--- config.mk ---
export PLATFORM = sky130hd
export DESIGN_NAME = rss_cell
export DESIGN_NICKNAME = d
export VERILOG_FILES = /design/src/hdl/rss_pkg.sv /design/src/hdl/rss_cell.sv
export SDC_FILE = /design/constraint.sdc
export NUM_CORES = 1
export LEC_CHECK = 0
export BUFFER_PORTS_ARGS = -buffer_cell sky130_fd_sc_hd__buf_2
export CORE_MARGIN = 4
export CORE_UTILIZATION = 43
export DETAILED_ROUTE_END_ITERATION = 10
export PLACE_DENSITY_LB_ADDON = 0.08
export SYNTH_ARGS = -nofsm -noshare
export SYNTH_HDL_FRONTEND = slang
export SYNTH_SLANG_ARGS = --single-unit
--- constraint.sdc ---
create_clock -name clk -period 4 [get_ports clk]
set_clock_uncertainty 0.05 [all_clocks]
set_input_delay 0.4 -clock clk [delete_from_list [all_inputs] [get_ports clk]]
set_output_delay 0.4 -clock clk [all_outputs]
set_load 0.02 [all_outputs]
--- src/hdl/rss_pkg.sv ---
`default_nettype none
package rss_pkg;

	localparam int KEY_W        = 32;
	localparam int MAX_KEYS_DEF = 64;

	// per-cycle command shared by every cell of the row
	typedef struct packed {
		logic ins;
		logic shift;
	} rss_ctl_t;

	typedef logic signed [KEY_W-1:0] key_t;

endpackage
`default_nettype wire

--- src/hdl/rss_cell.sv ---
`default_nettype none
module rss_cell (
	input  wire logic              clk,
	input  wire rss_pkg::rss_ctl_t ctl,
	input  wire logic              occ,
	input  wire rss_pkg::key_t     in_key,
	input  wire rss_pkg::key_t     left_key,
	input  wire logic              left_gt,
	input  wire rss_pkg::key_t     right_key,
	output rss_pkg::key_t          cell_key,
	output logic                   gt
);
	import rss_pkg::*;

	key_t key_q;

	assign cell_key = key_q;
	// held key sorts after the new word
	assign gt = occ && (key_q > in_key);

	always_ff @(posedge clk) begin
		if (ctl.shift) begin
			key_q <= right_key;
		end else if (ctl.ins) begin
			if (left_gt) begin
				key_q <= left_key;
			end else if (gt || !occ) begin
				key_q <= in_key;
			end
		end
	end

endmodule
`default_nettype wire

== Word level (Yosys, flattened, before mapping) ==
Index checks and enable logic that the tools add are counted.
W data, S select, Z words.

* Flip-flop bits (word level): 32

* Muxes and demuxes: 4
* Magnitude comparators: 1
* Reduce and logical (&&, ||, !) cells: 6

{| class="wikitable"
|+ Operators with widths
! operator !! count
|-
| $mux W32 || 4
|-
| $gt A32 B32 Y1 || 1
|-
| $reduce_bool A3 Y1 || 1
|-
| $reduce_and A2 Y1 || 1
|-
| $reduce_bool A2 Y1 || 1
|-
| $logic_and A1 B1 Y1 || 1
|-
| $logic_not A1 Y1 || 1
|-
| $logic_or A1 B1 Y1 || 1
|}

== Depth between registers and ports, before layout ==
Gate-level depths: netlist of the first run.

* Depth in word-level cells: 7
* Mapped depth: 8
* Depth with buffers taken out: 8

== Worst setup path after synthesis of the first run ==
Ideal clock, no wire load.

* Path kind: register -> register
* Start: reg key_q[31], in the netlist cell_key[31]
* End: reg key_q[0], in the netlist cell_key[0] (enable)
* Arrival time: 2.501 ns
* Slack: 0.888 ns
* Setup time: 0.561 ns
* Data required time: 3.389 ns
* Path buffers: 0
* Cell stages (with the launch flop): 8
* Cell sequence: edfxtp_1 ha_1 nand4_2 nor4_2 nand2_1 and3b_1 a21oi_1 nand3_1

* Cells in the longest elaborated chain, start to end: 5

{| class="wikitable"
|+ RTL lines
! element !! line !! text
|-
| start, declared || rss_cell.sv:15 || <nowiki>key_t key_q;</nowiki>
|-
| start signal, assigned || rss_cell.sv:23 || <nowiki>key_q <= right_key;</nowiki>
|-
| start signal, assigned || rss_cell.sv:26 || <nowiki>key_q <= left_key;</nowiki>
|-
| start signal, assigned || rss_cell.sv:28 || <nowiki>key_q <= in_key;</nowiki>
|-
| $gt A32 B32 Y1 || rss_cell.sv:19 || <nowiki>assign gt = occ && (key_q > in_key);</nowiki>
|-
| $logic_and A1 B1 Y1 || rss_cell.sv:19 ||
|-
| $logic_or A1 B1 Y1 || rss_cell.sv:27 || <nowiki>end else if (gt || !occ) begin</nowiki>
|-
| $reduce_bool A3 Y1 (no line) || - ||
|-
| $reduce_and A2 Y1 (no line) || - ||
|}

No other way between the ends.
A chain may end at the register's enable or synchronous reset.

== Worst setup path in the final report of the first run ==
* Start: reg key_q[14], in the netlist cell_key[14]
* End: reg key_q[27], in the netlist cell_key[27] (enable)

The elaborated chain is that of the path after synthesis.

==> results.sh, run 1 <==
export IMPL_syn_inst=263
export IMPL_p_sw_uw=367
export IMPL_coreArea_mm2=0.00557
export IMPL_max_freq_ghz=0.328
export IMPL_cp_endpoint="cell_key[27]"
export IMPL_die_area_mm2=0.00707
export IMPL_yosys_area_share_adder_pct=16.1
export IMPL_p_total_mw=1.08
export IMPL_slew_headroom_pct=44.8
export IMPL_crit_path_start="cell_key[14]"
export IMPL_io_buffers=133
export IMPL_maxCapViolCount=0
export IMPL_dp_hpwl_um=4880
export IMPL_cts_tree="built"
export IMPL_avgSynthCellArea_um2=9.46
export IMPL_critical_path_buf_inv_count=0
export IMPL_power_frac_seq_pct=42.8
export IMPL_p_clk_share_pct=21.1
export IMPL_route_antenna_remaining_nets=0
export IMPL_synthSimpleGateAreaFrac_pct=11.7
export IMPL_cts_root_buf="clkbuf_8"
export IMPL_final_hold_viol_count=0
export IMPL_grt_total_usage_pct=17.6
export IMPL_yosysWarnings=0
export IMPL_netlist_area_mm2=0.00249
export IMPL_io_pins=134
export IMPL_min_from="right_key[13]"
export IMPL_crit_arrival_ns=2.76
export IMPL_numCtsBuffers=5
export IMPL_initialDrtViolationCount=61
export IMPL_largest_register_ffs=32
export IMPL_fin_setup_tns_ns=0
export IMPL_fill_cells=544
export IMPL_combPwrFrac_pct=36.1
export IMPL_insertion_delay_ns=0.27
export IMPL_critPathRequiredTime_ns=3.71
export IMPL_grt_first_pass_wirelength_um=10200
export IMPL_post_cts_setup_buffers=0
export IMPL_die_w_um=84.1
export IMPL_rsz0062_at_grt="no"
export IMPL_crit_type="reg -> reg"
export IMPL_worst_path_stages=7
export IMPL_cp_end_kind="register"
export IMPL_via_count=2275
export IMPL_synth_top_family_by_area="adder cells"
export IMPL_cts_buffer_depth=2
export IMPL_nets=527
export IMPL_firstDrtPassIters=4
export IMPL_synth_xor_xnor_area_share_pct=0
export IMPL_post_place_ws_ns=0.801
export IMPL_tightestPinTransition_ns=0.827
export IMPL_crit_chain="ha_1 -> nand4_1 -> nor4_1 -> nand2_1 -> and3b_1 -> a21oi_1 -> nand3_2"
export IMPL_diodes=0
export IMPL_cts_hold_fix_buffers=0
export IMPL_htreeDepth=2
export IMPL_die_y_um=84.1
export IMPL_report_final_setup_viol=0
export IMPL_rr_worst_depth=7
export IMPL_grt_max_degree=66
export IMPL_ys_seq_elements=32
export IMPL_fp_row_count=27
export IMPL_utilization_pct=59.2
export IMPL_p_leak_nw=1.74
export IMPL_clock_sinks=32
export IMPL_drive_above_1_share_pct=36.7
export IMPL_area_delta_synth_final_pct=32.6
export IMPL_drcViolationCount=0
export IMPL_slowest_delay_ns=0.66
export IMPL_synth_compound_area_share_pct=13.9
export IMPL_hp_class="in -> reg"
export IMPL_grt_remaining_overflow=0
export IMPL_peakVddDrop_uv=214
export IMPL_whs_ns=0.353
export IMPL_grt_pass1_vias=2323
export IMPL_finalMaxSlewViolations=0
export IMPL_path_clk_slew_ns=0.07
export IMPL_synth_area_mux_share_pct=12.9
export IMPL_ctsResizeCount=0
export IMPL_crit_fanout=32
export IMPL_r2r_setup_slack_ns=0.96
export IMPL_critPathTopFamily="simple AND/OR/NAND/NOR gates"
export IMPL_avgRoutedWirePerCell_um=13.1
export IMPL_wl_um=6110
export IMPL_synthDistinctLibCells=28
export IMPL_slowest_stage="nand3_2"
export IMPL_reg2reg_from="cell_key[14]"
export IMPL_min_period_ns=3.04
export IMPL_initial_core_util_pct=44.6
export IMPL_avgViaCountPerCell=4.87
export IMPL_reg2reg_to="cell_key[27]"
export IMPL_fin_crit_sh_pct=76.1
export IMPL_p_per_area_mw_per_mm2=328
export IMPL_p_int_uw=716
export IMPL_synth_net_count=396
export IMPL_synth_seq_area_share_pct=38.6
export IMPL_start_kind="register"
export IMPL_switching_share_pct=33.9
export IMPL_gp_congestion=0.759
export IMPL_fin_ws_ns=0.956
export IMPL_status="completed"
export IMPL_antenna_found_initial=0
[how the worst min path moves through the flow]
stage	endpoint	slack, ns	cells after the start
2_1_floorplan	cell_key[29]	0.54	2
3_3_place_gp	cell_key[22]	0.63	3
3_5_place_dp	cell_key[24]	0.63	3
4_1_cts	cell_key[12]	0.34	3
5_1_grt	cell_key[24]	0.35	3
6_report	cell_key[13]	0.35	3
[layout by cell type, fill, tap and decap left out, types with 2 or more instances in the layout]
cell type | Yosys | final
nor2_1 | 5 | 5
buf_4 | 0 | 2
o21ai_0 | 35 | 35
clkbuf_1 | 8 | 2
nand4_1 | 7 | 7
inv_1 | 33 | 33
edfxtp_1 | 32 | 32
nand2_1 | 40 | 40
mux2i_1 | 32 | 32
buf_2 | 3 | 133
a21oi_1 | 15 | 15
ha_1 | 32 | 32
nand3_1 | 4 | 3
clkbuf_8 | 0 | 5
o211ai_1 | 2 | 2
[layout make-up]
cell class                      instances  area, µm²  share of cell area, %
Multi-Input combinational cell        187       1360                   41.3
Sequential cell                        32        961                   29.1
Clock inverter                          1       3.75                  0.114
Inverter                               33        124                   3.76
Clock buffer                            7       76.3                   2.31
Timing Repair Buffer                  135        681                   20.6
Tap cell                               72       90.1                   2.73
[per-stage QoR]
step                      instances  cell area [µm²]
after floorplan                 263             2490
final                           467             3300
after global placement          459             3220
after CTS                       467             3300
after global routing            467             3300
after detailed placement        459             3220
[cells in the mapped netlist]
library cell | instances | area (µm²)
nor2b_1 | 1 | 6.26
a211oi_1 | 1 | 7.51
or3_1 | 1 | 6.26
clkbuf_1 | 8 | 30.0
o31a_1 | 1 | 8.76
a21oi_1 | 15 | 75.1
a221o_1 | 1 | 10.0
a21o_1 | 1 | 7.51
buf_2 | 3 | 15.0
nor4_2 | 1 | 12.5
o21ai_0 | 35 | 175
nor3_1 | 1 | 5.00
o2111ai_2 | 1 | 15.0
edfxtp_1 | 32 | 961
o211ai_1 | 2 | 15.0
nand2_1 | 40 | 150
o41ai_2 | 1 | 16.3
a2111oi_0 | 1 | 8.76
inv_1 | 33 | 124
nor4_1 | 1 | 6.26
nand4_2 | 1 | 12.5
and3b_1 | 1 | 8.76
nand4_1 | 7 | 43.8
mux2i_1 | 32 | 320
nor2_1 | 5 | 18.8
a22oi_1 | 1 | 7.51
nand3_1 | 4 | 20.0
ha_1 | 32 | 400
[kinds of logic (layout without fill, tap and decap cells)]
family                     Yosys count  in the layout
AOI/OAI and AO/OA                   60             60
DFF                                 32             32
and+or+nand+nor                     63             63
adders and majority gates           32             32
muxes                               32             32
buffers and inverters               44            176
[per-layer routing]
metal | part of all wire [%] | track usage (%) | up-vias | routed length, µm
met5 | 0 | 0 | - | 0
met4 | 0.77 | 3.65 | 0 | 47
met3 | 9.1 | 6.32 | 6 | 558
met2 | 47 | 30.1 | 80 | 2890
met1 | 43 | 21.0 | 978 | 2610
li1 | - | - | 1211 | -
[worst register-to-register path, stage by stage (launching register included)]
cell and delay [ns]:
edfxtp_1 0.40, ha_1 0.33, nand4_1 0.19, nor4_1 0.37, nand2_1 0.13, and3b_1 0.22, a21oi_1 0.18, nand3_2 0.66
[power groups by stage]
stage	Clock [mW]	Combinational [mW]	Sequential (mW)
2_1_floorplan	0	0.180	0.532
3_3_place_gp	0	0.391	0.468
3_5_place_dp	0	0.394	0.471
4_1_cts	0.239	0.397	0.464
5_1_grt	0.253	0.441	0.470
6_report	0.229	0.391	0.464
(Power assumes the default switching activity.)
==> run 2: changes to the inputs <==
- ABC_AREA: not set -> 1
- clock period: 4 -> 2.9 ns (I/O delays scaled with it)
==> results.sh, run 2 <==
export IMPL_reg2reg_from="cell_key[31]"
export IMPL_drive_above_1_share_pct=36.3
export IMPL_avgRoutedWirePerCell_um=12.6
export IMPL_p_clk_share_pct=23.5
export IMPL_synth_net_count=427
export IMPL_numCtsBuffers=5
export IMPL_crit_arrival_ns=2.10
export IMPL_ys_top_cells_by_area="edfxtp_1, ha_1, nand2_1"
export IMPL_antenna_found_initial=0
export IMPL_crit_fanout=4
export IMPL_initial_core_util_pct=45.2
export IMPL_synth_seq_area_share_pct=37.7
export IMPL_cts_tree="built"
export IMPL_grt_total_usage_pct=16.6
export IMPL_via_count=2419
export IMPL_coreArea_mm2=0.00564
export IMPL_combPwrFrac_pct=33.6
export IMPL_status="completed"
export IMPL_reg2reg_to="cell_key[24]"
export IMPL_synth_top_area_share_pct=37.7
export IMPL_cp_end_kind="primary output"
export IMPL_report_final_setup_viol=0
export IMPL_wl_um=6270
export IMPL_grt_remaining_overflow=0
export IMPL_p_per_area_mw_per_mm2=414
export IMPL_maxCapViolCount=0
export IMPL_power_frac_seq_pct=42.9
export IMPL_nets=559
export IMPL_cts_root_buf="clkbuf_8"
export IMPL_ctsResizeCount=0
export IMPL_gp_congestion=0.793
export IMPL_syn_inst=294
export IMPL_layout_common_cells="buf_2, nand2_1, inv_1"
export IMPL_firstDrtPassIters=4
export IMPL_route_antenna_remaining_nets=0
export IMPL_area_delta_synth_final_pct=32.2
export IMPL_post_cts_setup_buffers=0
export IMPL_grt_pass1_vias=2340
export IMPL_tightestPinTransition_ns=0.927
export IMPL_dp_cells=491
export IMPL_largest_register_ffs=32
export IMPL_avgSynthCellArea_um2=8.67
export IMPL_slew_headroom_pct=38.2
export IMPL_p_sw_uw=456
export IMPL_die_w_um=85.0
export IMPL_ys_async_sr_fraction_pct=0
export IMPL_mostFrequentLayoutCell="buf_2"
export IMPL_hold_end="cell_key[2]"
export IMPL_fin_setup_tns_ns=0
export IMPL_drcViolationCount=0
export IMPL_ys_top_cells_by_count="nand2_1, inv_1, edfxtp_1, ha_1, o21a_1"
export IMPL_max_freq_ghz=0.410
export IMPL_start_kind="register"
export IMPL_rsz0062_at_grt="no"
export IMPL_avgViaCountPerCell=4.85
export IMPL_switching_share_pct=32.7
export IMPL_grt_max_degree=60
export IMPL_htreeDepth=2
export IMPL_clock_sinks=32
export IMPL_synthDistinctLibCells=26
export IMPL_yosysWarnings=0
export IMPL_min_period_ns=2.44
export IMPL_path_clk_slew_ns=0.07
export IMPL_fin_crit_sh_pct=84.0
export IMPL_ys_seq_elements=32
export IMPL_insertion_delay_ns=0.27
export IMPL_io_buffers=133
export IMPL_hp_class="in -> reg"
export IMPL_stdcell_count=499
export IMPL_peakVddDrop_uv=243
export IMPL_dp_hpwl_um=5090
export IMPL_crit_type="reg -> out"
export IMPL_die_area_mm2=0.00723
export IMPL_synth_top_cell_by_area="edfxtp_1"
export IMPL_synth_flop_cell="edfxtp_1"
export IMPL_finalMaxSlewViolations=0
export IMPL_io_pins=134
export IMPL_r2r_setup_slack_ns=0.53
export IMPL_worstHoldPathCells=2
export IMPL_netlist_area_mm2=0.00255
export IMPL_die_y_um=85.0
export IMPL_grt_first_pass_wirelength_um=10100
export IMPL_critPathRequiredTime_ns=2.56
export IMPL_whs_ns=0.236
export IMPL_fp_row_count=27
export IMPL_yosysMostFrequentCell="nand2_1"
export IMPL_diodes=0
export IMPL_cts_hold_fix_buffers=0
export IMPL_synth_edf_count=32
export IMPL_min_from="right_key[2]"
export IMPL_rr_worst_depth=10
export IMPL_p_leak_nw=1.71
export IMPL_final_hold_viol_count=0
export IMPL_p_int_uw=939
export IMPL_cts_buffer_depth=2
export IMPL_initialDrtViolationCount=85
export IMPL_p_total_mw=1.39
run 2: changes by cell type in the layout (fill, tap and decap cells not counted), sizes merged, moves of 3 or more:
cell	delta
o211ai	+27
o21ai	-32
buf	+3
o21a	+31
mux2i	-32
inv	+8
nor2	+9
a21oi	+6
nand4	-6
nand2	+27
run 2: power by group through the flow:
stage | Combinational [mW] | Clock (mW) | Sequential [mW]
floorplan | 0.242 | 0 | 0.668
global placement | 0.465 | 0 | 0.608
detailed placement | 0.471 | 0 | 0.610
CTS | 0.475 | 0.338 | 0.599
global route | 0.530 | 0.351 | 0.606
finish | 0.468 | 0.327 | 0.599
run 2: through the flow:
step | area [µm²] | utilization [%] | setup WS, ns
after floorplan | 2560 | - | 0.319
after global placement | 3290 | 58.3 | 0.598
after detailed placement | 3290 | 58.3 | 0.512
after CTS | 3370 | 59.7 | 0.451
after global routing | 3370 | 59.7 | 0.292
final | 3370 | 59.7 | 0.463
run 2: critical path, stage by stage (launching register included):
cell and delay (ns):
edfxtp_1 0.39, ha_1 0.36, nand2_1 0.10, nor2_2 0.14, nand2_2 0.08, nor4_4 0.16
nand2_1 0.11, nand3_1 0.09, nand3_2 0.11, nor2_1 0.09, buf_2 0.18
run 2: per-layer routing:
| metal | track usage [%] | up-vias | wire length [µm] | share of wire (%) |
|---|---|---|---|---|
| met2 | 28.2 | 77 | 2880 | 46 |
| met4 | 2.59 | 0 | 19 | 0.30 |
| met5 | 0 | - | 0 | 0 |
| met3 | 5.53 | 2 | 585 | 9.3 |
| met1 | 21.0 | 1053 | 2790 | 44 |
| li1 | - | 1287 | - | - |
run 2: cells by family (layout without fill, tap and decap cells):
group | after synthesis | in the layout | share of synthesized area (%)
AND/OR/NAND/NOR | 88 | 88 | 14.6
buffers and inverters | 56 | 189 | 8.68
adder cells (fa/ha/maj) | 32 | 32 | 15.7
AO/OA/AOI/OAI | 86 | 86 | 23.3
flip-flops | 32 | 32 | 37.7
run 2: how the worst max path moves through the flow:
stage                       startpoint  slack [ns]            to  cells after the start
final                     cell_key[31]        0.46            gt                     10
after global routing      cell_key[31]        0.29            gt                     10
after CTS                 cell_key[31]        0.45            gt                     10
after detailed placement    in_key[31]        0.51  cell_key[11]                     12
after global placement      in_key[31]        0.60  cell_key[11]                     12
after floorplan           cell_key[31]        0.32   cell_key[0]                      9
run 2: layout make-up:
cell class,count,area (µm²)
well taps,72,90.1
fillers,555,2270
inverters,43,161
multi-input cells,206,1380
clock buffers,7,76.3
clock inverters,1,3.75
repair buffers,138,703
flip-flops and latches,32,961
